===== config.mk =====
export PLATFORM = sky130hd
export DESIGN_NAME = i2c_eeprom_page_write_sequencer_top
export DESIGN_NICKNAME = d
export VERILOG_FILES = /design/src/hw/rtl/i2cpw_pkg.sv /design/src/hw/rtl/i2cpw_cache.sv /design/src/hw/rtl/i2c_eeprom_page_write_sequencer_top.sv
export SDC_FILE = /design/constraint.sdc
export NUM_CORES = 2
export LEC_CHECK = 0
export BUFFER_PORTS_ARGS = -buffer_cell sky130_fd_sc_hd__buf_2
export CAP_MARGIN = 20
export CORE_MARGIN = 2
export CORE_UTILIZATION = 38
export CTS_BUF_LIST = sky130_fd_sc_hd__clkbuf_16
export CTS_CLUSTER_SIZE = 14
export DETAILED_ROUTE_END_ITERATION = 10
export GPL_TIMING_DRIVEN = 0
export MAX_ROUTING_LAYER = met4
export PLACE_DENSITY = 0.52
export SYNTH_ARGS = -nofsm -noshare
export SYNTH_HDL_FRONTEND = slang
export SYNTH_SLANG_ARGS = --single-unit

===== constraint.sdc =====
create_clock -name clk_i -period 5.5 [get_ports clk_i]
set_clock_uncertainty 0.2 [all_clocks]
set_input_delay 1.1 -clock clk_i [delete_from_list [all_inputs] [get_ports clk_i]]
set_output_delay 1.1 -clock clk_i [all_outputs]
set_load 0.02 [all_outputs]

===== src/hw/rtl/i2cpw_pkg.sv =====
// Shared types and codes for the serial EEPROM page-write sequencer.
package i2cpw_pkg;

  // Write cache geometry: one byte per entry, addressed by an 8-bit index.
  localparam int unsigned CacheDepth = 256;
  localparam int unsigned CacheAw    = 8;

  typedef logic [7:0]         byte_t;
  typedef logic [CacheAw-1:0] cache_addr_t;

  // Request function codes.
  localparam logic [2:0] FuncLoad    = 3'd0;
  localparam logic [2:0] FuncWrite   = 3'd1;
  localparam logic [2:0] FuncRead    = 3'd2;
  localparam logic [2:0] FuncTick    = 3'd3;
  localparam logic [2:0] FuncTxDone  = 3'd4;
  localparam logic [2:0] FuncRxDone  = 3'd5;
  localparam logic [2:0] FuncBusErr  = 3'd6;
  localparam logic [2:0] FuncInit    = 3'd7;

  // Result kinds.
  localparam logic [2:0] KindStatus  = 3'd0;
  localparam logic [2:0] KindFrame   = 3'd1;
  localparam logic [2:0] KindRdReq   = 3'd2;
  localparam logic [2:0] KindWrDone  = 3'd3;
  localparam logic [2:0] KindRdDone  = 3'd4;

  // Status codes.
  localparam logic [1:0] StOk        = 2'd0;
  localparam logic [1:0] StParam     = 2'd1;
  localparam logic [1:0] StBusy      = 2'd2;
  localparam logic [1:0] StErr       = 2'd3;

  // Operation phases.
  localparam logic [2:0] PhIdle      = 3'd0;
  localparam logic [2:0] PhWriteTx   = 3'd1;
  localparam logic [2:0] PhWriteWait = 3'd2;
  localparam logic [2:0] PhReadRx    = 3'd3;
  localparam logic [2:0] PhError     = 3'd4;

  // Configuration register indexes.
  localparam logic CfgDevAddr   = 1'b0;
  localparam logic CfgWaitTicks = 1'b1;

endpackage


===== src/hw/rtl/i2cpw_cache.sv =====
// Write cache: single-port-write, registered-read byte memory.
module i2cpw_cache (
  input  logic                  clk_i,
  input  logic                  we_i,
  input  i2cpw_pkg::cache_addr_t waddr_i,
  input  i2cpw_pkg::byte_t       wdata_i,
  input  logic                  re_i,
  input  i2cpw_pkg::cache_addr_t raddr_i,
  output i2cpw_pkg::byte_t       rdata_o
);
  import i2cpw_pkg::*;

  byte_t mem_q [CacheDepth];
  byte_t rdata_q;

  // Write port.
  always_ff @(posedge clk_i) begin
    if (we_i) begin
      mem_q[waddr_i] <= wdata_i;
    end
  end

  // Read port; the data register holds until the next read.
  always_ff @(posedge clk_i) begin
    if (re_i) begin
      rdata_q <= mem_q[raddr_i];
    end
  end

  assign rdata_o = rdata_q;

endmodule


===== src/hw/rtl/i2c_eeprom_page_write_sequencer_top.sv =====
// Top level of the serial EEPROM page-write sequencer.
//
// Usage: requests enter on the in channel (valid/ready) and carry a function
// code with its operands. Load-byte requests fill the 256-byte write cache.
// A start-write request is checked and split at page boundaries into frames;
// each frame leaves on the out channel as an address byte followed by up to
// PAGE_BYTES data bytes read from the cache. Ticks pace the frames; a
// transmit-done event starts the wait, and receive-done and bus-error
// events end the operation. The cfg channel sets the wait tick count and
// accepts but ignores the device address; it is always ready.
// The sequencer state is registered when a request is accepted, and
// results are then loaded into the output register at one per cycle
// while the receiver takes them, paced by the single cache read port. A
// new request is taken in the cycle after the last result is loaded; a
// request without results leaves the block ready for the next request.
// Reset clears the phase, the write bookkeeping and the sequencer; the cache
// content is undefined until loaded. When the receiver stalls, the result
// holds in the output register and the sequencer waits behind it.
module i2c_eeprom_page_write_sequencer_top #(
  parameter int unsigned PAGE_BYTES = 8,
  parameter int unsigned MEM_BYTES  = 256
) (
  input  logic       clk_i,
  input  logic       rst_ni,
  // Request channel.
  input  logic       in_valid_i,
  output logic       in_ready_o,
  input  logic [2:0] func_i,
  input  logic [7:0] mem_addr_i,
  input  logic [8:0] length_i,
  input  logic [7:0] cache_index_i,
  input  logic [7:0] data_byte_i,
  input  logic       bus_refuses_i,
  // Result channel.
  output logic       out_valid_o,
  input  logic       out_ready_i,
  output logic [2:0] kind_o,
  output logic [7:0] value_o,
  output logic [8:0] count_o,
  output logic [1:0] status_o,
  output logic       busy_res_o,
  output logic       last_o,
  // Configuration channel.
  input  logic       cfg_valid_i,
  output logic       cfg_ready_o,
  input  logic       cfg_index_i,
  input  logic [7:0] cfg_data_i
);
  import i2cpw_pkg::*;

  localparam int unsigned RoomW    = $clog2(PAGE_BYTES + 1);
  localparam logic [9:0]  MemLimit = 10'(MEM_BYTES);

  // Sequencer states.
  localparam logic [2:0] SIdle = 3'd0;
  localparam logic [2:0] SHdr  = 3'd1;
  localparam logic [2:0] SData = 3'd2;
  localparam logic [2:0] SPre  = 3'd3;
  localparam logic [2:0] SFin  = 3'd4;

  // Operation state.
  logic [2:0] phase_q, phase_d;
  logic [7:0] wstart_q, wstart_d;
  logic [8:0] wtotal_q, wtotal_d;
  logic [8:0] wdone_q, wdone_d;
  logic [7:0] wcount_q, wcount_d;
  logic [7:0] wwait_q, wwait_d;

  // Sequencer control.
  logic [2:0] st_q, st_d;
  logic       a_pend_q, a_pend_d;
  logic       b_pend_q, b_pend_d;
  logic       out_valid_q, out_valid_d;

  // Sequencer payload.
  logic [RoomW-1:0] rem_q, rem_d;
  cache_addr_t      ptr_q, ptr_d;
  logic [7:0]       hdr_val_q, hdr_val_d;
  logic [8:0]       cnt_q, cnt_d;
  logic [7:0]       pre_addr_q, pre_addr_d;
  logic [8:0]       pre_len_q, pre_len_d;
  logic [2:0]       fin_kind_q, fin_kind_d;
  logic [1:0]       fin_st_q, fin_st_d;
  logic             busy_q, busy_d;

  // Output register.
  logic [2:0] kind_q, kind_d;
  logic [7:0] value_q, value_d;
  logic [8:0] count_q, count_d;
  logic [1:0] status_q, status_d;
  logic       busy_res_q, busy_res_d;
  logic       last_q, last_d;

  logic        acc;
  logic        out_free;
  logic        out_load;
  logic        cache_re;
  byte_t       cache_rdata;
  logic        cmd_bad;
  logic [7:0]  wc_new;

  // Frame planning signals.
  logic [7:0]       f_start;
  logic [8:0]       f_total;
  logic [8:0]       f_done;
  logic [7:0]       f_now;
  logic [8:0]       f_remain;
  logic [8:0]       f_room;
  logic [8:0]       f_n;
  logic [RoomW-1:0] room_tab [CacheDepth];

  assign acc         = in_valid_i && in_ready_o;
  assign in_ready_o  = (st_q == SIdle);
  assign cfg_ready_o = 1'b1;
  assign out_free    = !out_valid_q || out_ready_i;

  // Room left in the page for each byte address, built at elaboration.
  for (genvar g = 0; g < CacheDepth; g++) begin : g_room
    assign room_tab[g] = RoomW'(PAGE_BYTES - (g % PAGE_BYTES));
  end

  // Next frame: a new write starts from its own operands, a tick continues.
  assign f_start  = (func_i == FuncWrite) ? mem_addr_i : wstart_q;
  assign f_total  = (func_i == FuncWrite) ? length_i : wtotal_q;
  assign f_done   = (func_i == FuncWrite) ? 9'd0 : wdone_q;
  assign f_now    = f_start + f_done[7:0];
  assign f_remain = f_total - f_done;
  assign f_room   = 9'(room_tab[f_now]);
  assign f_n      = (f_remain > f_room) ? f_room : f_remain;

  // Command range check and saturating tick count.
  assign cmd_bad = (length_i == 9'd0) ||
                   (({2'b00, mem_addr_i} + {1'b0, length_i}) > MemLimit);
  assign wc_new  = (wcount_q != 8'hFF) ? wcount_q + 8'd1 : wcount_q;

  // Configuration writes. The device address has no effect on the results,
  // so only the wait tick count is kept.
  always_comb begin
    wwait_d = wwait_q;
    if (cfg_valid_i && cfg_ready_o && (cfg_index_i == CfgWaitTicks)) begin
      wwait_d = cfg_data_i;
    end
  end

  // Request decode at acceptance, then the result sequencer.
  always_comb begin
    phase_d    = phase_q;
    wstart_d   = wstart_q;
    wtotal_d   = wtotal_q;
    wdone_d    = wdone_q;
    wcount_d   = wcount_q;
    st_d       = st_q;
    a_pend_d   = a_pend_q;
    b_pend_d   = b_pend_q;
    rem_d      = rem_q;
    ptr_d      = ptr_q;
    hdr_val_d  = hdr_val_q;
    cnt_d      = cnt_q;
    pre_addr_d = pre_addr_q;
    pre_len_d  = pre_len_q;
    fin_kind_d = fin_kind_q;
    fin_st_d   = fin_st_q;
    busy_d     = busy_q;
    out_load   = 1'b0;
    kind_d     = kind_q;
    value_d    = value_q;
    count_d    = count_q;
    status_d   = status_q;
    busy_res_d = busy_res_q;
    last_d     = last_q;
    cache_re   = 1'b0;

    if (acc) begin
      // Frame geometry is latched for every request; used only with a frame.
      rem_d      = f_n[RoomW-1:0];
      ptr_d      = f_done[CacheAw-1:0];
      hdr_val_d  = f_now;
      cnt_d      = f_n + 9'd1;
      pre_addr_d = mem_addr_i;
      pre_len_d  = length_i;
      fin_kind_d = KindStatus;
      fin_st_d   = StOk;
      a_pend_d   = 1'b0;
      b_pend_d   = 1'b0;
      st_d       = SIdle;
      case (func_i)
        FuncWrite, FuncRead: begin
          b_pend_d = 1'b1;
          if (cmd_bad) begin
            fin_st_d = StParam;
          end else if (phase_q != PhIdle) begin
            fin_st_d = StBusy;
          end else if (func_i == FuncWrite) begin
            wstart_d = mem_addr_i;
            wtotal_d = length_i;
            wdone_d  = 9'd0;
            if (bus_refuses_i) begin
              phase_d  = PhError;
              fin_st_d = StErr;
            end else begin
              phase_d = PhWriteTx;
              wdone_d = f_n;
              st_d    = SHdr;
            end
          end else begin
            if (bus_refuses_i) begin
              phase_d  = PhError;
              fin_st_d = StErr;
            end else begin
              phase_d  = PhReadRx;
              a_pend_d = 1'b1;
            end
          end
          if (st_d == SIdle) begin
            st_d = a_pend_d ? SPre : SFin;
          end
        end
        FuncTick: begin
          if (phase_q == PhWriteWait) begin
            wcount_d = wc_new;
            if (wc_new >= wwait_q) begin
              if (wdone_q >= wtotal_q) begin
                phase_d    = PhIdle;
                b_pend_d   = 1'b1;
                fin_kind_d = KindWrDone;
                st_d       = SFin;
              end else if (bus_refuses_i) begin
                phase_d    = PhIdle;
                b_pend_d   = 1'b1;
                fin_kind_d = KindWrDone;
                fin_st_d   = StErr;
                st_d       = SFin;
              end else begin
                phase_d = PhWriteTx;
                wdone_d = wdone_q + f_n;
                st_d    = SHdr;
              end
            end
          end
        end
        FuncTxDone: begin
          if (phase_q == PhWriteTx) begin
            wcount_d = 8'd0;
            phase_d  = PhWriteWait;
          end
        end
        FuncRxDone: begin
          if (phase_q == PhReadRx) begin
            phase_d    = PhIdle;
            b_pend_d   = 1'b1;
            fin_kind_d = KindRdDone;
            st_d       = SFin;
          end
        end
        FuncBusErr: begin
          if (phase_q == PhWriteTx || phase_q == PhWriteWait) begin
            b_pend_d   = 1'b1;
            fin_kind_d = KindWrDone;
            fin_st_d   = StErr;
            st_d       = SFin;
          end else if (phase_q == PhReadRx) begin
            b_pend_d   = 1'b1;
            fin_kind_d = KindRdDone;
            fin_st_d   = StErr;
            st_d       = SFin;
          end
          phase_d = PhIdle;
        end
        FuncInit: begin
          phase_d  = PhIdle;
          wstart_d = 8'd0;
          wtotal_d = 9'd0;
          wdone_d  = 9'd0;
          wcount_d = 8'd0;
        end
        default: begin
          // Load byte goes straight to the cache and gives no result.
        end
      endcase
      busy_d = (phase_d != PhIdle);
    end else begin
      case (st_q)
        SHdr: begin
          // Address byte; fetch the first data byte behind it.
          if (out_free) begin
            out_load = 1'b1;
            kind_d   = KindFrame;
            value_d  = hdr_val_q;
            count_d  = cnt_q;
            status_d = StOk;
            last_d   = 1'b0;
            cache_re = 1'b1;
            ptr_d    = ptr_q + 1'b1;
            st_d     = SData;
          end
        end
        SData: begin
          // One cache byte per free output slot, prefetching the next.
          if (out_free) begin
            out_load = 1'b1;
            kind_d   = KindFrame;
            value_d  = cache_rdata;
            count_d  = cnt_q;
            status_d = StOk;
            last_d   = (rem_q == RoomW'(1)) && !a_pend_q && !b_pend_q;
            rem_d    = rem_q - RoomW'(1);
            if (rem_q != RoomW'(1)) begin
              cache_re = 1'b1;
              ptr_d    = ptr_q + 1'b1;
            end else if (a_pend_q) begin
              st_d = SPre;
            end else if (b_pend_q) begin
              st_d = SFin;
            end else begin
              st_d = SIdle;
            end
          end
        end
        SPre: begin
          // Read request.
          if (out_free) begin
            out_load = 1'b1;
            kind_d   = KindRdReq;
            value_d  = pre_addr_q;
            count_d  = pre_len_q;
            status_d = StOk;
            last_d   = !b_pend_q;
            a_pend_d = 1'b0;
            st_d     = b_pend_q ? SFin : SIdle;
          end
        end
        SFin: begin
          // Closing status or done result.
          if (out_free) begin
            out_load = 1'b1;
            kind_d   = fin_kind_q;
            value_d  = 8'd0;
            count_d  = 9'd0;
            status_d = fin_st_q;
            last_d   = 1'b1;
            b_pend_d = 1'b0;
            st_d     = SIdle;
          end
        end
        default: begin
          st_d = SIdle;
        end
      endcase
      if (out_load) begin
        busy_res_d = busy_q;
      end
    end
  end

  // Output valid follows loads and consumption.
  always_comb begin
    if (out_load) begin
      out_valid_d = 1'b1;
    end else if (out_ready_i) begin
      out_valid_d = 1'b0;
    end else begin
      out_valid_d = out_valid_q;
    end
  end

  // Control and operation state.
  always_ff @(posedge clk_i or negedge rst_ni) begin
    if (!rst_ni) begin
      phase_q     <= PhIdle;
      wstart_q    <= 8'd0;
      wtotal_q    <= 9'd0;
      wdone_q     <= 9'd0;
      wcount_q    <= 8'd0;
      wwait_q     <= 8'd6;
      st_q        <= SIdle;
      a_pend_q    <= 1'b0;
      b_pend_q    <= 1'b0;
      out_valid_q <= 1'b0;
    end else begin
      phase_q     <= phase_d;
      wstart_q    <= wstart_d;
      wtotal_q    <= wtotal_d;
      wdone_q     <= wdone_d;
      wcount_q    <= wcount_d;
      wwait_q     <= wwait_d;
      st_q        <= st_d;
      a_pend_q    <= a_pend_d;
      b_pend_q    <= b_pend_d;
      out_valid_q <= out_valid_d;
    end
  end

  // Payload registers.
  always_ff @(posedge clk_i) begin
    rem_q      <= rem_d;
    ptr_q      <= ptr_d;
    hdr_val_q  <= hdr_val_d;
    cnt_q      <= cnt_d;
    pre_addr_q <= pre_addr_d;
    pre_len_q  <= pre_len_d;
    fin_kind_q <= fin_kind_d;
    fin_st_q   <= fin_st_d;
    busy_q     <= busy_d;
    kind_q     <= kind_d;
    value_q    <= value_d;
    count_q    <= count_d;
    status_q   <= status_d;
    busy_res_q <= busy_res_d;
    last_q     <= last_d;
  end

  // Write cache. Loads are taken only while the sequencer is idle, so a load
  // never overlaps the reads of a frame.
  i2cpw_cache u_cache (
    .clk_i   (clk_i),
    .we_i    (acc && (func_i == FuncLoad)),
    .waddr_i (cache_index_i),
    .wdata_i (data_byte_i),
    .re_i    (cache_re),
    .raddr_i (ptr_q),
    .rdata_o (cache_rdata)
  );

  assign out_valid_o = out_valid_q;
  assign kind_o      = kind_q;
  assign value_o     = value_q;
  assign count_o     = count_q;
  assign status_o    = status_q;
  assign busy_res_o  = busy_res_q;
  assign last_o      = last_q;

  // A frame never streams with no data bytes left.
  a_rem_nonzero: assert property (@(posedge clk_i) disable iff (!rst_ni)
    (st_q == SData) |-> (rem_q != RoomW'(0)))
    else $error("frame data state with no bytes left");

  // Nothing is left pending once the sequencer is back to idle.
  a_idle_clean: assert property (@(posedge clk_i) disable iff (!rst_ni)
    (st_q == SIdle) |-> (!a_pend_q && !b_pend_q))
    else $error("results pending while the sequencer is idle");

  // The written byte count never passes the write length.
  a_done_bound: assert property (@(posedge clk_i) disable iff (!rst_ni)
    (wdone_q <= wtotal_q))
    else $error("write progress beyond the write length");

  // The tick counter saturates instead of wrapping.
  a_tick_sat: assert property (@(posedge clk_i) disable iff (!rst_ni)
    (acc && (func_i == FuncTick) && (phase_q == PhWriteWait) && (wcount_q == 8'hFF))
    |=> (wcount_q == 8'hFF))
    else $error("wait tick counter wrapped");

endmodule

Word-level counts from Yosys, hierarchy flattened
Memory sizes are Yosys's and may differ from the RTL's. A register that Yosys moved wholly into a read port is not among the register bits. Index checks and enable logic that the tools add are counted.

Equal/unequal tests: 37. Bitwise gates (word level): 2. $lt $le $gt $ge: 5. Mux-type cells: 133. Add/subtract/negate cells: 8. Reductions and logical operators: 46.

Operators by type and width (count): 2-to-1 mux 9 bit (16); 2-to-1 mux 8 bit (14); 2-to-1 mux 3 bit (31); one-hot mux 9 bit (3 select lines) (2); 2-to-1 mux 1 bit (36); one-hot mux 8 bit (2 select lines) (2); one-hot mux 8 bit (4 select lines) (1); 2-to-1 mux 2 bit (14); inequality test 2 bit (second input constant) (12); one-hot mux 3 bit (4 select lines) (2); one-hot mux 8 bit (3 select lines) (1); 2-to-1 mux 4 bit (5); == test 3 x 2 -> 1 bit (second input constant) (6); inequality test 3 bit (second input constant) (6); one-hot mux 3 bit (3 select lines) (2); one-hot mux 9 bit (2 select lines) (1); nonzero test 3 bit (6); adder 8 x 1 -> 8 bit (second input constant) (2); AND reduction 4 bit (4); == test 3 bit (second input constant) (5); one-hot mux 3 bit (5 select lines) (1); nonzero test 2 bit (7); adder 8 x 9 -> 10 bit (1); greater-than comparator 10 x 9 -> 1 bit (second input constant) (1); 33 further kinds (53).

Output and inout bits: 27. Flip-flop bits (word level): 127. Memories: 2. Word-level logic and storage cells: 258. Memory bits (writable): 2048. Memory bits (read-only): 1024. Input port bits: 51.

Memory list: u_cache.mem_q (words 256, bits a word 8, rd ports 1, clocked after memory_dff 1, wr ports 1, line i2cpw_cache.sv:13) `byte_t mem_q [CacheDepth];`; (name not given) (words 256, bits a word 4, rd ports 1, clocked after memory_dff 0, wr ports 0, line i2c_eeprom_page_write_sequencer_top.sv:128) `assign f_room = 9'(room_tab[f_now]);`.

Longest topological paths before layout
Depth in word-level cells: 15. Mapped depth: 32.

Hierarchy
Synthesis repeated with hierarchy kept, for this count alone.

Cell total of the unflattened synthesis: 4549. Area, all modules: 87670.3 um^2.

By module, submodules not included: i2cpw_cache (sequential area each 61739.2 um^2, area an instance 79636.4 um^2, cells each 3733, instances 1); i2c_eeprom_page_write_sequencer_top (sequential area each 3530.9 um^2, area an instance 8034.0 um^2, cells each 816, instances 1).

Worst setup path after synthesis
No wires, ideal clock.

Path type: input to register. Start point: input port func_i[1]. End point: register wdone_q[8]. Stages: 31. Buffers on the path: 3. Setup slack: -1.606 ns. Data arrival time: 6.785 ns. Cell sequence: clkbuf_2 or3b_4 clkbuf_1 clkbuf_1 a21oi_1 inv_1 ha_1 nor2b_1 o31ai_1 nand2_1 xnor2_1 a21oi_1 inv_1 ha_1 o21a_1 o21ai_0 o2111ai_1 a311oi_4 mux2_2 inv_1 ha_1 inv_1 fa_1 nor2b_1 o21ai_0 a21boi_0 o21ai_0 nand2b_1 a31oi_1 a211o_1 a22o_1.

Word-level cells in the longest chain between the ends: 15.

Ends and longest elaborated chain: start: declaration (line i2c_eeprom_page_write_sequencer_top.sv:28) `input logic [2:0] func_i,`; == test 3 x 1 -> 1 bit; 2-to-1 mux 8 bit or 2-to-1 mux 9 bit (tied branches); adder 8 bit (line i2c_eeprom_page_write_sequencer_top.sv:126) `assign f_now = f_start + f_done[7:0];`; NOT 8 -> 9 bit (not written as such) (line i2c_eeprom_page_write_sequencer_top.sv:128); memory read (256 x 4 bit); 2-to-1 mux 4 bit (not written as such) (2 in a row) (line i2c_eeprom_page_write_sequencer_top.sv:128); greater-than comparator 9 x 4 -> 1 bit (line i2c_eeprom_page_write_sequencer_top.sv:129) `assign f_n = (f_remain > f_room) ? f_room : f_remain;`; 2-to-1 mux 9 bit (line i2c_eeprom_page_write_sequencer_top.sv:129); adder 9 bit (line i2c_eeprom_page_write_sequencer_top.sv:235) `wdone_d = wdone_q + f_n;`; 2-to-1 mux 9 bit (line i2c_eeprom_page_write_sequencer_top.sv:227) `end else if (bus_refuses_i) begin`; 2-to-1 mux 9 bit (line i2c_eeprom_page_write_sequencer_top.sv:222) `if (wdone_q >= wtotal_q) begin`; 2-to-1 mux 9 bit (line i2c_eeprom_page_write_sequencer_top.sv:221) `if (wc_new >= wwait_q) begin`; 2-to-1 mux 9 bit (line i2c_eeprom_page_write_sequencer_top.sv:219) `if (phase_q == PhWriteWait) begin`; one-hot mux 9 bit (3 select lines) (line i2c_eeprom_page_write_sequencer_top.sv:186) `case (func_i)`; end signal: assignment (line i2c_eeprom_page_write_sequencer_top.sv:383) `wdone_q <= wdone_d;`; end: declaration (line i2c_eeprom_page_write_sequencer_top.sv:65) `logic [8:0] wdone_q, wdone_d;`.

Several ways; a longest one is shown, not always the timed one. The select of a mux whose other input is x is not followed. A chain may end at the register's enable or synchronous reset.

Worst setup path after layout
Same ends and word-level chain as after synthesis.

==> summary.txt <==
Status: finished with violations
Drt total wl: 261,000 um
Leakage: 0.0316 uW
Slew @ Worst Pin: 1.19 ns
Slew margin rel.: 20.7%
Final period util: 105%
Number of enable flip-flop cells after synthesis: 2,131
Yosys warns: 0
Layout Area Growth over Synthesis: 15.7%
Number of DRC markers in iteration 0: 5,075
Synth unique cells: 70
CTS clk-pin slew, worst paths: 0.07 ns
Failing checks: negative setup slack
Largest net degree at the start of global routing: 145
Commonest non-fill, non-tap cells in the layout: edfxtp_1, mux4_2, nor2_1
Chip height: 482 um
Setup TNS: -0.510 ns
Max FO, Critical Path: 6
GR Overflow Total: 0
Gr usage total: 23.0%
H-tree depth: 4
Hpwl dp: 176,000 um
Commonest non-fill, non-tap cell in the layout: edfxtp_1
Drt wl/cell: 33.6 um
RD Place Congestion: 0.888
CTS tree: built
Placement row count: 175
Top cell by count, worst path: o21ai_2
Syn avg cell area: 21.0 um2
Hold Path Class: in -> reg
Antenna violations before repair: 19
Share of the synthesized area in the top cell type: 73.6%
CTS Buf Count: 224
Async set-reset flop share out of synthesis: 2.34%
CP top delay family: compound AO/OA/AOI/OAI gates
Worst hold margin: 0.233 ns
CP startpoint kind: input port
Clk sink count: 2,182
Maxcap violations: 0
Max IR drop VDD: 0.000402 V
Sequential cell area fraction in the yosys report: 75.1%
Share of layout cells above drive strength 1: 27.8%
Vias in the first global route: 44,400
# DRC: 0
Top post-synthesis cells by area: edfxtp_1, mux4_2, dfrtp_1, nor2_1, ha_1
Largest stage delay on the critical path: 0.42 ns
Core Box Area: 227,000 um2
Cells after synthesis: 4,139
IO Pins: 78
Arr. time, crit path: 6.34 ns
Pwr/cell area: 514 nW/um2
Initial Util: 38.2%
Drt first pass iters: 6
Worst Path Buf+Inv: 7
Worst setup path category: in -> reg
RSZ-0062 raised after global routing: true
Post-Syn Area: 86,900 um2
Flops & latches, synth: 2,182
Period minus WS final: 5.77 ns
Setup Viol. Count Final: 7
Crit. End Element: flip-flop
Critical path's slowest cell: or3b_4
Routed vias: 44,400
Main synth FF type: edfxtp_1
Post-route ant nets: 0
Fin util: 44.2%
Worst-Skew Late Latency: 0.89 ns
Vias per inst: 5.71
Post-synth top area cell: edfxtp_1
Max frequency: 0.173 GHz
Count of input and output buffers: 74
Nets@finish: 4,662
DIE WIDTH: 482 um
Setup WS post-layout: -0.272 ns
Clk root buf: clkbuf_16
Die area: 233,000 um2
Fin. max-slew vios: 0
Final Hold Fails: 0
Clock Tree Buf Depth: 3
First-pass GRT wire length: 359,000 um
Required time of the critical path: 6.06 ns
[stage by stage]
stage / setup slack [ns] / total power (uW) / instances / cell area, um2
2_1_floorplan: -1.07 / 28600 / 4146 / 87100
3_3_place_gp: -2.12 / 35900 / 7229 / 91200
4_1_cts: -0.277 / 51600 / 7734 / 100000
5_1_grt: -0.501 / 53200 / 7760 / 101000
3_5_place_dp: -2.13 / 36400 / 7293 / 92600
6_report: -0.272 / 51700 / 7765 / 101000
[cell usage after synthesis, types with 3 or more instances]
cell type / number
nor4_1: 4
a21oi_1: 52
mux2i_1: 20
nor2_1: 325
a21o_1: 8
nor2b_1: 17
nor3b_1: 4
o22ai_1: 21
a211o_1: 3
o221ai_1: 8
buf_1: 60
ha_1: 56
a22o_1: 21
xnor2_1: 30
edfxtp_1: 2131
mux2_2: 23
or3_1: 6
buf_2: 14
o31ai_1: 8
or4_1: 3
nand2b_1: 16
a2111oi_0: 3
fa_1: 3
o21ai_0: 55
nor3_1: 17
inv_1: 52
clkbuf_1: 158
o211ai_1: 6
and3_1: 9
a22oi_1: 41
o41ai_1: 4
mux4_2: 640
nand4_1: 5
dfrtp_1: 49
o21a_1: 9
xor2_1: 12
a31oi_1: 11
nand2_1: 133
a221oi_1: 16
a32o_1: 7
or2_2: 7
and2_1: 5
nand3_1: 32
[repair_timing]
item / in CTS / in global routing
pin swaps: 21 / 17
hold buffers: 1 / 0
hold endpoints to repair: 19 / 0
resized for setup: 41 / 58
endpoints found under the setup margin: 154 / 91
setup buffers: 22 / 13
[power breakdown]
part	internal (uW)	switching [uW]
Sequential	18700	278
Clock	8390	6580
Combinational	7220	10500
[layout make-up]
class,count,area (um2)
multi-input combinational,1678,21000
fill,19200,127000
antenna,10,25.0
inverter,52,200
tap,3009,3760
sequential,2182,65300
clock inverter,196,1580
buffer,232,1030
timing repair buffer,182,2060
clock buffer,224,5610
[flip-flops by register name, indices dropped and copies added (netlist names), 8 cells and up]
register,flops
u_cache.rdata_o,8
wtotal_q,9
wwait_q,8
ptr_q,8
wstart_q,8
value_o,8
cnt_q,9
hdr_val_q,8
pre_addr_q,8
pre_len_q,9
count_o,9
u_cache.mem_q,2048
wdone_q,9
wcount_q,8
[worst paths after layout]
check                                          to              startpoint  slack, ns  cells after the start
min reg2reg                  busy_res_o$_DFFE_PP_        busy_q$_DFFE_PP_       0.28                      0
max                        wdone_q[8]$_DFFE_PN0P_               func_i[1]      -0.27                     31
max in group asynchronous  wdone_q[4]$_DFFE_PN0P_                  rst_ni       3.95                      3
min                        wwait_q[5]$_DFFE_PN0P_           cfg_data_i[5]       0.23                      2
max reg2reg                wdone_q[8]$_DFFE_PN0P_  wdone_q[0]$_DFFE_PN0P_      -0.10                     27
min in group asynchronous  wwait_q[4]$_DFFE_PN0P_                  rst_ni       0.55                      2
[metal layers]
layer  vias up  track usage [%]  part of all wire, %
li1      18100                -                    -
met1     24200             30.4                   41
met2      1758             36.5                   49
met3       366             4.38                  7.2
met4         0             6.78                  3.0
met5         -                -                    0
[kinds of logic after synthesis]
group                    synth area share (%)
flip-flops                               75.1
adder cells (fa/ha/maj)                 0.886
XOR/XNOR                                0.423
AO/OA/AOI/OAI                            2.37
multiplexers                             17.1
buffers and inverters                    1.26
other                                 0.00864
AND/OR/NAND/NOR                          2.88
Note: power is estimated with default switching activity, not from simulation.
